File: src/rtl/core/stdisp_pkg.sv
// ----------------------------------------------------------------------------
// Schedule table dispatcher package
// Field widths, configuration register indexes and input modes.
// ----------------------------------------------------------------------------
package stdisp_pkg;

  localparam int unsigned IDX_W      = 8;
  localparam int unsigned TASK_W     = 8;
  localparam int unsigned RUN_W      = 9;
  localparam int unsigned CFG_DATA_W = 9;
  localparam int unsigned CFG_IDX_W  = 1;

  localparam logic [TASK_W-1:0] IDLE_RESET = 8'd255;

  localparam logic [CFG_IDX_W-1:0] CFG_SCHED_LEN = 1'b0;
  localparam logic [CFG_IDX_W-1:0] CFG_IDLE_CODE = 1'b1;

  localparam logic MODE_LOAD = 1'b0;
  localparam logic MODE_TICK = 1'b1;

endpackage

File: src/rtl/core/stdisp_ram.sv
// ----------------------------------------------------------------------------
// Generic single-port-write, single-port-read RAM
// One write and one read per cycle; read data is registered.
// ----------------------------------------------------------------------------
module stdisp_ram #(
  parameter int unsigned WIDTH = 8,
  parameter int unsigned DEPTH = 256
) (
  input  logic                     clk_i,
  input  logic                     we_i,
  input  logic [$clog2(DEPTH)-1:0] waddr_i,
  input  logic [WIDTH-1:0]         wdata_i,
  input  logic [$clog2(DEPTH)-1:0] raddr_i,
  output logic [WIDTH-1:0]         rdata_o
);

  logic [WIDTH-1:0] mem_q [DEPTH];
  logic [WIDTH-1:0] rdata_q;

  always_ff @(posedge clk_i) begin
    if (we_i) begin
      mem_q[waddr_i] <= wdata_i;
    end
    rdata_q <= mem_q[raddr_i];
  end

  assign rdata_o = rdata_q;

endmodule

File: src/rtl/core/schedule_table_dispatcher.sv
// ----------------------------------------------------------------------------
// Schedule table dispatcher
// Load a task id into one slot per load transfer; on each tick transfer,
// advance the slot pointer and dispatch a task that starts at the slot.
// A load writes the table directly. A tick reads the slot; on a dispatch it then
// scans each further slot of the run until a differing slot or the schedule
// end ends it, and waits for the output register before going idle.
// A single read port scans one slot a cycle; the input stalls while the block is busy.
// Reset: pointer 0, running task idle (255), length SLOTS, idle code 255;
// table contents are undefined until loaded. No clearing pass.
// ----------------------------------------------------------------------------
module schedule_table_dispatcher #(
  parameter int unsigned SLOTS     = 256,
  parameter int unsigned TASK_BITS = 8
) (
  input  logic                             clk_i,
  input  logic                             rst_ni,
  input  logic                             cfg_we_i,
  input  logic [stdisp_pkg::CFG_IDX_W-1:0]  cfg_idx_i,
  input  logic [stdisp_pkg::CFG_DATA_W-1:0] cfg_data_i,
  input  logic                             in_valid_i,
  output logic                             in_stall_o,
  input  logic                             mode_i,
  input  logic [stdisp_pkg::IDX_W-1:0]      slot_index_i,
  input  logic [stdisp_pkg::TASK_W-1:0]     slot_task_i,
  output logic                             out_valid_o,
  input  logic                             out_stall_i,
  output logic [stdisp_pkg::TASK_W-1:0]     task_res_o,
  output logic [stdisp_pkg::RUN_W-1:0]      run_length_o
);

  import stdisp_pkg::*;

  localparam int unsigned AW    = $clog2(SLOTS);
  localparam int unsigned LEN_W = $clog2(SLOTS + 1);
  localparam int unsigned XW    = TASK_BITS + TASK_W;
  localparam int unsigned RW    = LEN_W + RUN_W;

  typedef enum logic [1:0] {
    ST_IDLE,
    ST_READ,
    ST_SCAN,
    ST_EMIT
  } state_e;

  state_e               state_q;
  logic [LEN_W-1:0]     len_q;
  logic [TASK_BITS-1:0] idle_q;
  logic [LEN_W-1:0]     ptr_q;
  logic [TASK_BITS-1:0] running_q;
  logic [TASK_BITS-1:0] res_task_q;
  logic [LEN_W-1:0]     cnt_q;
  logic [LEN_W-1:0]     scan_q;
  logic                 out_valid_q;
  logic [TASK_BITS-1:0] out_task_q;
  logic [LEN_W-1:0]     out_len_q;

  logic                 in_xfer;
  logic                 out_free;
  logic                 wrap;
  logic [LEN_W-1:0]     ptr_eff;
  logic [LEN_W:0]       ptr_next;
  logic [LEN_W:0]       scan_next;
  logic [31:0]          cfg_ext;
  logic [LEN_W-1:0]     len_new;
  logic [XW-1:0]        task_in_ext;
  logic [XW-1:0]        idle_in_ext;
  logic [XW-1:0]        task_out_ext;
  logic [RW-1:0]        len_out_ext;
  logic                 ram_we;
  logic [AW-1:0]        ram_waddr;
  logic [AW-1:0]        ram_raddr;
  logic [TASK_BITS-1:0] ram_rdata;

  assign in_xfer   = in_valid_i && !in_stall_o;
  assign in_stall_o = (state_q != ST_IDLE);
  assign out_free  = !out_valid_q || !out_stall_i;
  assign wrap      = (ptr_q >= len_q);
  assign ptr_eff   = wrap ? '0 : ptr_q;
  assign ptr_next  = {1'b0, ptr_q} + 1'b1;
  assign scan_next = {1'b0, scan_q} + 1'b1;

  assign cfg_ext = 32'(cfg_data_i);
  always_comb begin
    if (cfg_ext == 32'd0) begin
      len_new = LEN_W'(1);
    end else if (cfg_ext > 32'(SLOTS)) begin
      len_new = LEN_W'(SLOTS);
    end else begin
      len_new = LEN_W'(cfg_ext);
    end
  end

  assign task_in_ext  = XW'(slot_task_i);
  assign idle_in_ext  = XW'(cfg_data_i[TASK_W-1:0]);
  assign task_out_ext = XW'(out_task_q);
  assign len_out_ext  = RW'(out_len_q);

  assign ram_we    = in_xfer && (mode_i == MODE_LOAD) &&
                     (32'(slot_index_i) < 32'(SLOTS));
  assign ram_waddr = AW'(slot_index_i);

  always_comb begin
    unique case (state_q)
      ST_READ: ram_raddr = AW'(ptr_next);
      ST_SCAN: ram_raddr = AW'(scan_next);
      default: ram_raddr = AW'(ptr_eff);
    endcase
  end

  stdisp_ram #(
    .WIDTH(TASK_BITS),
    .DEPTH(SLOTS)
  ) u_table (
    .clk_i  (clk_i),
    .we_i   (ram_we),
    .waddr_i(ram_waddr),
    .wdata_i(task_in_ext[TASK_BITS-1:0]),
    .raddr_i(ram_raddr),
    .rdata_o(ram_rdata)
  );

  always_ff @(posedge clk_i or negedge rst_ni) begin
    if (!rst_ni) begin
      state_q     <= ST_IDLE;
      len_q       <= LEN_W'(SLOTS);
      idle_q      <= TASK_BITS'(IDLE_RESET);
      ptr_q       <= '0;
      running_q   <= TASK_BITS'(IDLE_RESET);
      res_task_q  <= '0;
      cnt_q       <= '0;
      scan_q      <= '0;
      out_valid_q <= 1'b0;
      out_task_q  <= '0;
      out_len_q   <= '0;
    end else begin
      if (cfg_we_i) begin
        unique case (cfg_idx_i)
          CFG_SCHED_LEN: len_q  <= len_new;
          CFG_IDLE_CODE: idle_q <= idle_in_ext[TASK_BITS-1:0];
          default: ;
        endcase
      end

      if (out_valid_q && !out_stall_i && (state_q != ST_EMIT)) begin
        out_valid_q <= 1'b0;
      end

      unique case (state_q)
        ST_IDLE: begin
          if (in_xfer && (mode_i == MODE_TICK)) begin
            ptr_q <= ptr_eff;
            if (wrap) begin
              running_q <= idle_q;
            end
            state_q <= ST_READ;
          end
        end
        ST_READ: begin
          ptr_q <= LEN_W'(ptr_next);
          if (ram_rdata != running_q) begin
            running_q <= ram_rdata;
            if (ram_rdata != idle_q) begin
              res_task_q <= ram_rdata;
              cnt_q      <= LEN_W'(1);
              scan_q     <= LEN_W'(ptr_next);
              state_q    <= (ptr_next < {1'b0, len_q}) ? ST_SCAN : ST_EMIT;
            end else begin
              state_q <= ST_IDLE;
            end
          end else begin
            state_q <= ST_IDLE;
          end
        end
        ST_SCAN: begin
          if (ram_rdata == res_task_q) begin
            cnt_q  <= cnt_q + 1'b1;
            scan_q <= LEN_W'(scan_next);
            if (scan_next >= {1'b0, len_q}) begin
              state_q <= ST_EMIT;
            end
          end else begin
            state_q <= ST_EMIT;
          end
        end
        ST_EMIT: begin
          if (out_free) begin
            out_valid_q <= 1'b1;
            out_task_q  <= res_task_q;
            out_len_q   <= cnt_q;
            state_q     <= ST_IDLE;
          end
        end
        default: state_q <= ST_IDLE;
      endcase
    end
  end

  assign out_valid_o  = out_valid_q;
  assign task_res_o   = task_out_ext[TASK_W-1:0];
  assign run_length_o = len_out_ext[RUN_W-1:0];

  a_len_range: assert property (@(posedge clk_i) disable iff (!rst_ni)
    (len_q != '0) && (32'(len_q) <= 32'(SLOTS)))
    else $error("schedule length out of range");

  a_ptr_range: assert property (@(posedge clk_i) disable iff (!rst_ni)
    32'(ptr_q) <= 32'(SLOTS))
    else $error("slot pointer beyond table");

  a_scan_bound: assert property (@(posedge clk_i) disable iff (!rst_ni)
    (state_q == ST_SCAN) |-> (scan_q < len_q))
    else $error("run scan beyond schedule length");

  a_emit_count: assert property (@(posedge clk_i) disable iff (!rst_ni)
    (state_q == ST_EMIT) |-> (cnt_q != '0))
    else $error("dispatch with empty run");

  a_tick_read: assert property (@(posedge clk_i) disable iff (!rst_ni)
    (in_xfer && (mode_i == MODE_TICK)) |=> (state_q == ST_READ))
    else $error("tick transfer did not start a table read");

endmodule

File: config.mk
export PLATFORM = sky130hd
export DESIGN_NAME = schedule_table_dispatcher
export DESIGN_NICKNAME = d
export VERILOG_FILES = /design/src/rtl/core/stdisp_pkg.sv /design/src/rtl/core/stdisp_ram.sv /design/src/rtl/core/schedule_table_dispatcher.sv
export SDC_FILE = /design/constraint.sdc
export NUM_CORES = 2
export LEC_CHECK = 0
export BUFFER_PORTS_ARGS = -buffer_cell sky130_fd_sc_hd__buf_4
export CORE_MARGIN = 10
export CORE_UTILIZATION = 50
export DETAILED_ROUTE_END_ITERATION = 8
export PLACE_DENSITY = 0.65
export SETUP_SLACK_MARGIN = 0.15
export SYNTH_ARGS = -nofsm -noshare
export SYNTH_HDL_FRONTEND = slang
export SYNTH_SLANG_ARGS = --single-unit
File: constraint.sdc
create_clock -name clk_i -period 9.4 [get_ports clk_i]
set_input_delay 0.47 -clock clk_i [delete_from_list [all_inputs] [get_ports clk_i]]
set_output_delay 0.47 -clock clk_i [all_outputs]
set_load 0.05 [all_outputs]
Word-level counts from Yosys, hierarchy flattened
Memories as Yosys holds them, arrays and structs flattened. A register that Yosys moved wholly into a read port is not among the register bits.
Index checks and enable logic that the tools add are counted.
{ "word_totals": {"register_bits": 80, "mem_bits_rw": 2048, "word_cells": 90, "memories": 1} }
{ "classes": {"add_sub_neg": 3, "n_lt_le_gt_ge": 4, "n_eq_ne": 14, "muxes": 31, "bitwise": 2, "reduce_logical": 23} }
{ "mem_list": {"columns": ["memory", "depth", "width", "rd", "rd_ports_with_merged_regs", "wr", "line_no", "rtl"], "rows": [
  ["u_table.mem_q", 256, 8, 1, 1, 1, "stdisp_ram.sv:17", "logic [WIDTH-1:0] mem_q [DEPTH];"]
]} }
{ "ops": {"columns": ["op", "count"], "rows": [
  ["9-bit 2-to-1 mux", 10],
  ["9-bit case mux with 2 select lines", 3],
  ["32-bit logical NOT", 1],
  ["8-bit case mux with 2 select lines", 2],
  ["8-bit 2-to-1 mux", 3],
  ["9-bit by 1-bit adder with 10-bit output (second input constant)", 2],
  ["8-bit != test", 2],
  ["2-bit != test (second input constant)", 7],
  ["2-bit 2-to-1 mux", 6],
  ["10-bit by 9-bit >= comparator with 1-bit output", 1],
  ["10-bit by 9-bit < comparator with 1-bit output", 1],
  ["9-bit by 1-bit adder with 9-bit output (second input constant)", 1],
  ["9-bit >= comparator", 1],
  ["9-bit greater-than comparator (second input constant)", 1],
  ["3-bit AND reduction", 3],
  ["8-bit == test", 1],
  ["2-bit case mux with 4 select lines", 1],
  ["2-bit AND reduction", 4],
  ["4-bit AND reduction", 2],
  ["1-bit 2-to-1 mux", 6],
  ["2-bit nonzero test", 3],
  ["1-bit logical AND", 5],
  ["2-bit == test (second input constant)", 2],
  ["1-bit logical NOT", 3],
  ["other kinds (5)", 6]
]} }

Logic depth before layout (Yosys ltp)
{ "logic_depth": {"depth_word": 6, "mapped_depth": 19, "ltp_nobuf": 12} }

Modules after synthesis
A second synthesis with hierarchy kept.
{ "hier_totals": {"cells_unflattened": 4220, "area_unflattened_um2": 84476.0} }
{ "by_module_without_submodules": {"columns": ["mod", "n_inst", "cells_per_inst", "area_each_um2"], "rows": [
  ["stdisp_ram", 1, 3733, 79556.3],
  ["schedule_table_dispatcher", 1, 487, 4919.7]
]} }

Least setup slack after synthesis
No wires, ideal clock.
{ "synth_path": {"path_type": "register to register", "start": "register ptr_q[0]", "end": "register u_table.rdata_q[3] (netlist: u_table.rdata_o[3]), read port of u_table.mem_q", "t_arrival_ns": 3.486, "required_time_ns": 9.265, "path_slack_ns": 5.779, "stages_incl_launch_ff": 18, "cell_sequence": "dfrtp_1 > inv_1 > ha_1 > nand2b_1 > a31oi_1 > o2111a_2 > a21o_1 > buf_2 > buf_4 > buf_2 > buf_2 > buf_2 > mux2i_1 > o22ai_1 > o21ai_0 > a41oi_1 > nor4_1 > nand4_1"} }
{ "synth_via": {"elab_chain_cells": 3, "elab_cells_between_ends": 4, "cone_classes": "1 x add/sub; 1 x order compare; 2 x mux"} }
{ "synth_lines": {"columns": ["item", "line_no", "rtl"], "rows": [
  ["start: declaration", "schedule_table_dispatcher.sv:49", "logic [LEN_W-1:0] ptr_q;"],
  ["start signal: assignment", "schedule_table_dispatcher.sv:152", "ptr_q <= ptr_eff;"],
  ["start signal: assignment", "schedule_table_dispatcher.sv:160", "ptr_q <= LEN_W'(ptr_next);"],
  ["9-bit >= comparator", "schedule_table_dispatcher.sv:78", "assign wrap = (ptr_q >= len_q);"],
  ["9-bit 2-to-1 mux", "schedule_table_dispatcher.sv:79", "assign ptr_eff = wrap ? '0 : ptr_q;"],
  ["8-bit case mux with 2 select lines (*)", "schedule_table_dispatcher.sv:104", "unique case (state_q)"],
  ["end: declaration", "stdisp_ram.sv:18", "logic [WIDTH-1:0] rdata_q;"]
]} }
Every way passes the cells marked *; elsewhere a longest branch is shown, timed or not. The select of a mux whose other input is x is not followed.
A chain may end at the register's enable or synchronous reset.

==> reports/qor.yml <==
logic_synthesis:
  ys_ff_latch: 2136
  synth_top_family_by_area: "simple AND/OR/NAND/NOR gates"
  postSynthCellCount: 5968
  synth_area_mm2: 0.0854
  avgSynthCellArea_um2: 14.3
  synthMuxAreaShare_pct: 5.29
  yosys_warnings: 0
  netlist_top_cells_area: "edfxtp_1 (72%), nand2_1 (4.9%), mux2i_1 (4.8%)"
  synth_xor_area_share_pct: 0.431
  synth-simple-area-share_pct: 9.78
  synth.top_cell.area_share_pct: 72.0
  yosysUniqueCellTypes: 72
  synthesis.nets: 6035
  synth.largest_area_cell: "edfxtp_1"
  yosysSeqAreaShare_pct: 74.6
  synthAdderAreaFrac_pct: 0.513
  synth-async-reset-ratio_pct: 3.75
  synth-compound-area-share_pct: 7.35
  synth-edff-count: 2048
  synth_ff_type: "edfxtp_1"
pwr:
  total_power_mw: 31.8
  max-vdd-ir-drop_mv: 0.458
  p_leak_nw: 30.9
  power_density_mw_per_mm2: 336
timing:
  final_hold_viol_count: 0
  tns_ns: 0
  rsz0062_at_grt: "no"
  finalSetupViolations: 0
  slew_headroom_pct: 15.6
  fmax_mhz: 154
  min_period_ns: 6.50
  finClkSkew_ns: 0.0335
  worst_pin_slew_ns: 1.25
  slew_violations: 0
  fin_crit_sh_pct: 69.2
floorplanning:
  initial_core_util_pct: 50.3
  die_x_um: 433
  fp.dieH_um: 433
  io_pins: 51
  die-area_mm2: 0.188
  core_area_mm2: 0.170
  rows: 151
worst_hold_path:
  hold_path_end: "ptr_q[2]"
  hold_depth: 5
  holdCritPathClass: "in2reg"
  min_from: "in_valid_i"
critical_path:
  crit_path_max_incr_delay_ns: 0.93
  cp.arrival_ns: 7.21
  cp_max_fo: 57
  crit_chain: "inv_1 -> ha_1 -> inv_1 -> o2111a_1 -> o211ai_1 -> buf_4 -> nand2_4 -> nand2_2 -> buf_4 -> o22ai_1 -> o21ai_0 -> a41oi_1 -> or4_1 -> or4_1"
  r2r.worst_path.cells: 14
  end_kind: "flop"
  critical-path-top-delay-family: "simple AND/OR/NAND/NOR gates"
  cp.required_ns: 10.11
  critPathKind: "reg2reg"
  cpMaxStageDelayCell: "nand2_2"
  cp_num_buf_inv: 4
  r2r_slack_ns: 2.90
  r2r_end: "u_table.rdata_o[7]"
  critPathLaunchType: "flop"
clock_network:
  cts_root_buf: "clkbuf_16"
  cts_resized: 0
  tritoncts: "built"
  insertion_delay_ns: 0.86
  cts_buffer_depth: 3
  clkTransAtPathRegs_ns: 0.06
  post_cts_buffers: 0
  clock_sinks: 2136
  cts_buffers: 207
  cts_hold_buf: 12
  htreeDepth: 4
global_routing:
  grt_overflow: 0
  antenna_found_initial: 7
  met3_usage_pct: 5.05
  busiest_layer: "met2"
  grt_max_degree: 169
  grt_use_met1_pct: 33.6
  grt_pass1_wl_um: 337000
  met2_usage_pct: 36.6
  grt_pass1_vias: 49469
  grt_util_all_layers_pct: 24.0
finish:
  layoutNonFillerInstCount: 8339
  utilization_pct: 55.8
  drive_gt1_share_pct: 8.63
  area_delta_synth_final_pct: 10.8
  nets: 6011
drt:
  wire_per_inst_um: 27.7
  vias: 52110
  viasPerCell: 6.25
  ant_nets: 0
  drc: 0
  routed_wl_um: 231000
  drt_iter0_drc: 6709
  dr.pass1.iters: 8
placed_design:
  placed_cells: 7941
  hpwl_um: 136000
  portBuffers: 50
  place_congestion: 0.894
run_status:
  outcome: "finished clean"
job:
  maxCapViolations: 0
registers in the layout, indices dropped and copies added (netlist names), named ones only:
register / flops
cnt_q: 9
idle_q: 8
len_q: 9
out_valid_o: 1
ptr_q: 9
res_task_q: 8
run_length_o: 9
running_q: 8
scan_q: 9
state_q: 1
task_res_o: 8
u_table.mem_q: 2048
u_table.rdata_o: 8
worst register-to-register path, stage by stage (launching register included):
cell,delay (ns)
dfrtp_1,0.39
inv_1,0.12
ha_1,0.65
inv_1,0.32
o2111a_1,0.23
o211ai_1,0.10
buf_4,0.53
nand2_4,0.64
nand2_2,0.96
buf_4,0.56
o22ai_1,0.14
o21ai_0,0.30
a41oi_1,0.34
or4_1,0.64
or4_1,0.44
through the flow:
stage | cell area (µm²) | setup WS [ns] | hold slack (ns)
3_5_place_dp | 88000 | 3.16 | 0.285
4_1_cts | 94600 | 3.11 | 0.0939
3_3_place_gp | 88000 | 2.63 | 0.282
5_1_grt | 94600 | 2.74 | 0.174
2_1_floorplan | 85400 | 5.78 | 0.174
6_report | 94600 | 2.90 | 0.146
metal layers:
layer  vias up  routed length (µm)
met1     26181               93000
li1      22746                   -
met3       464               22400
met2      2715              106000
met5         -                  23
met4         4                9720
worst max-delay path by stage:
stage,from,to,slack (ns),cells past startpoint
global route,flop,u_table.rdata_o[7],2.74,14
detailed placement,flop,u_table.rdata_o[7],3.16,14
finish,flop,u_table.rdata_o[7],2.90,14
floorplan,ptr_q[0],u_table.rdata_o[3],5.78,17
global placement,state_q[0],u_table.rdata_o[5],2.63,14
CTS,flop,u_table.rdata_o[7],3.11,14
placed cells by master, fill, tap and decap left out, types with 12 or more instances in the layout:
master,count
nor4_1,29
nor2_1,289
clkinv_2,40
mux2i_1,413
a211oi_1,39
a21oi_1,238
edfxtp_1,2048
clkbuf_1,40
and3_1,43
clkinv_1,59
inv_1,17
o22ai_1,140
nand2_1,1100
a32oi_1,71
a22o_1,16
a221oi_1,60
xnor2_1,21
a41oi_1,31
clkbuf_16,211
ha_1,35
dfstp_2,17
buf_4,126
nand3_1,317
bufinv_16,15
buf_12,12
nand4_1,108
dlygate4sd3_1,12
a22oi_1,38
nand2b_1,15
xor2_1,21
o21ai_0,107
a2111oi_0,17
a31oi_1,97
dfrtp_1,63
mux2_2,34
report_power, final:
group	internal, mW	total [mW]	switching, mW
registers	10.6	10.8	0.196
clock network	4.52	8.06	3.54
logic	3.92	13.0	9.06
total	19.0	31.8	12.8
cell families (layout without fill, tap and decap cells):
family          after synthesis  in the layout
other cells                   0              4
fa+ha+maj                    35             35
flops                      2136           2136
simple gates               1956           1956
mux                         447            447
xor+xnor                     42             42
buf+inv                     408            557
compound gates              944            944
cells in the mapped netlist, types with 4 or more instances:
master	instances
a2111oi_0	19
a211oi_1	39
a21o_1	12
a21oi_1	239
a221oi_1	60
a22o_1	16
a22oi_1	39
a31o_2	6
a31oi_1	97
a32o_1	10
a32oi_1	72
a41o_1	11
a41oi_1	31
and3_1	43
buf_1	36
buf_2	139
buf_4	6
buf_6	6
clkbuf_1	204
dfrtp_1	63
dfstp_2	17
dfxtp_1	8
edfxtp_1	2048
ha_1	35
inv_1	17
mux2_2	34
mux2i_1	413
nand2_1	1107
nand2b_1	15
nand3_1	321
nand4_1	108
nor2_1	292
nor2b_1	11
nor3_1	5
nor4_1	31
o21a_1	7
o21ai_0	109
o21ai_1	7
o22ai_1	140
or2_2	6
or4_1	4
xnor2_1	21
xor2_1	21
layout make-up:
| cell class | count | area, µm² |
|---|---|---|
| Fill cell | 13323 | 75100 |
| Sequential cell | 2136 | 63700 |
| Multi-Input combinational cell | 3424 | 20100 |
| Clock buffer | 253 | 5460 |
| Tap cell | 2218 | 2780 |
| Timing Repair Buffer | 158 | 1420 |
| Clock inverter | 129 | 1050 |
| Inverter | 17 | 63.8 |
| Antenna cell | 4 | 10.0 |
No activity file was read; power rests on OpenSTA's default activity.
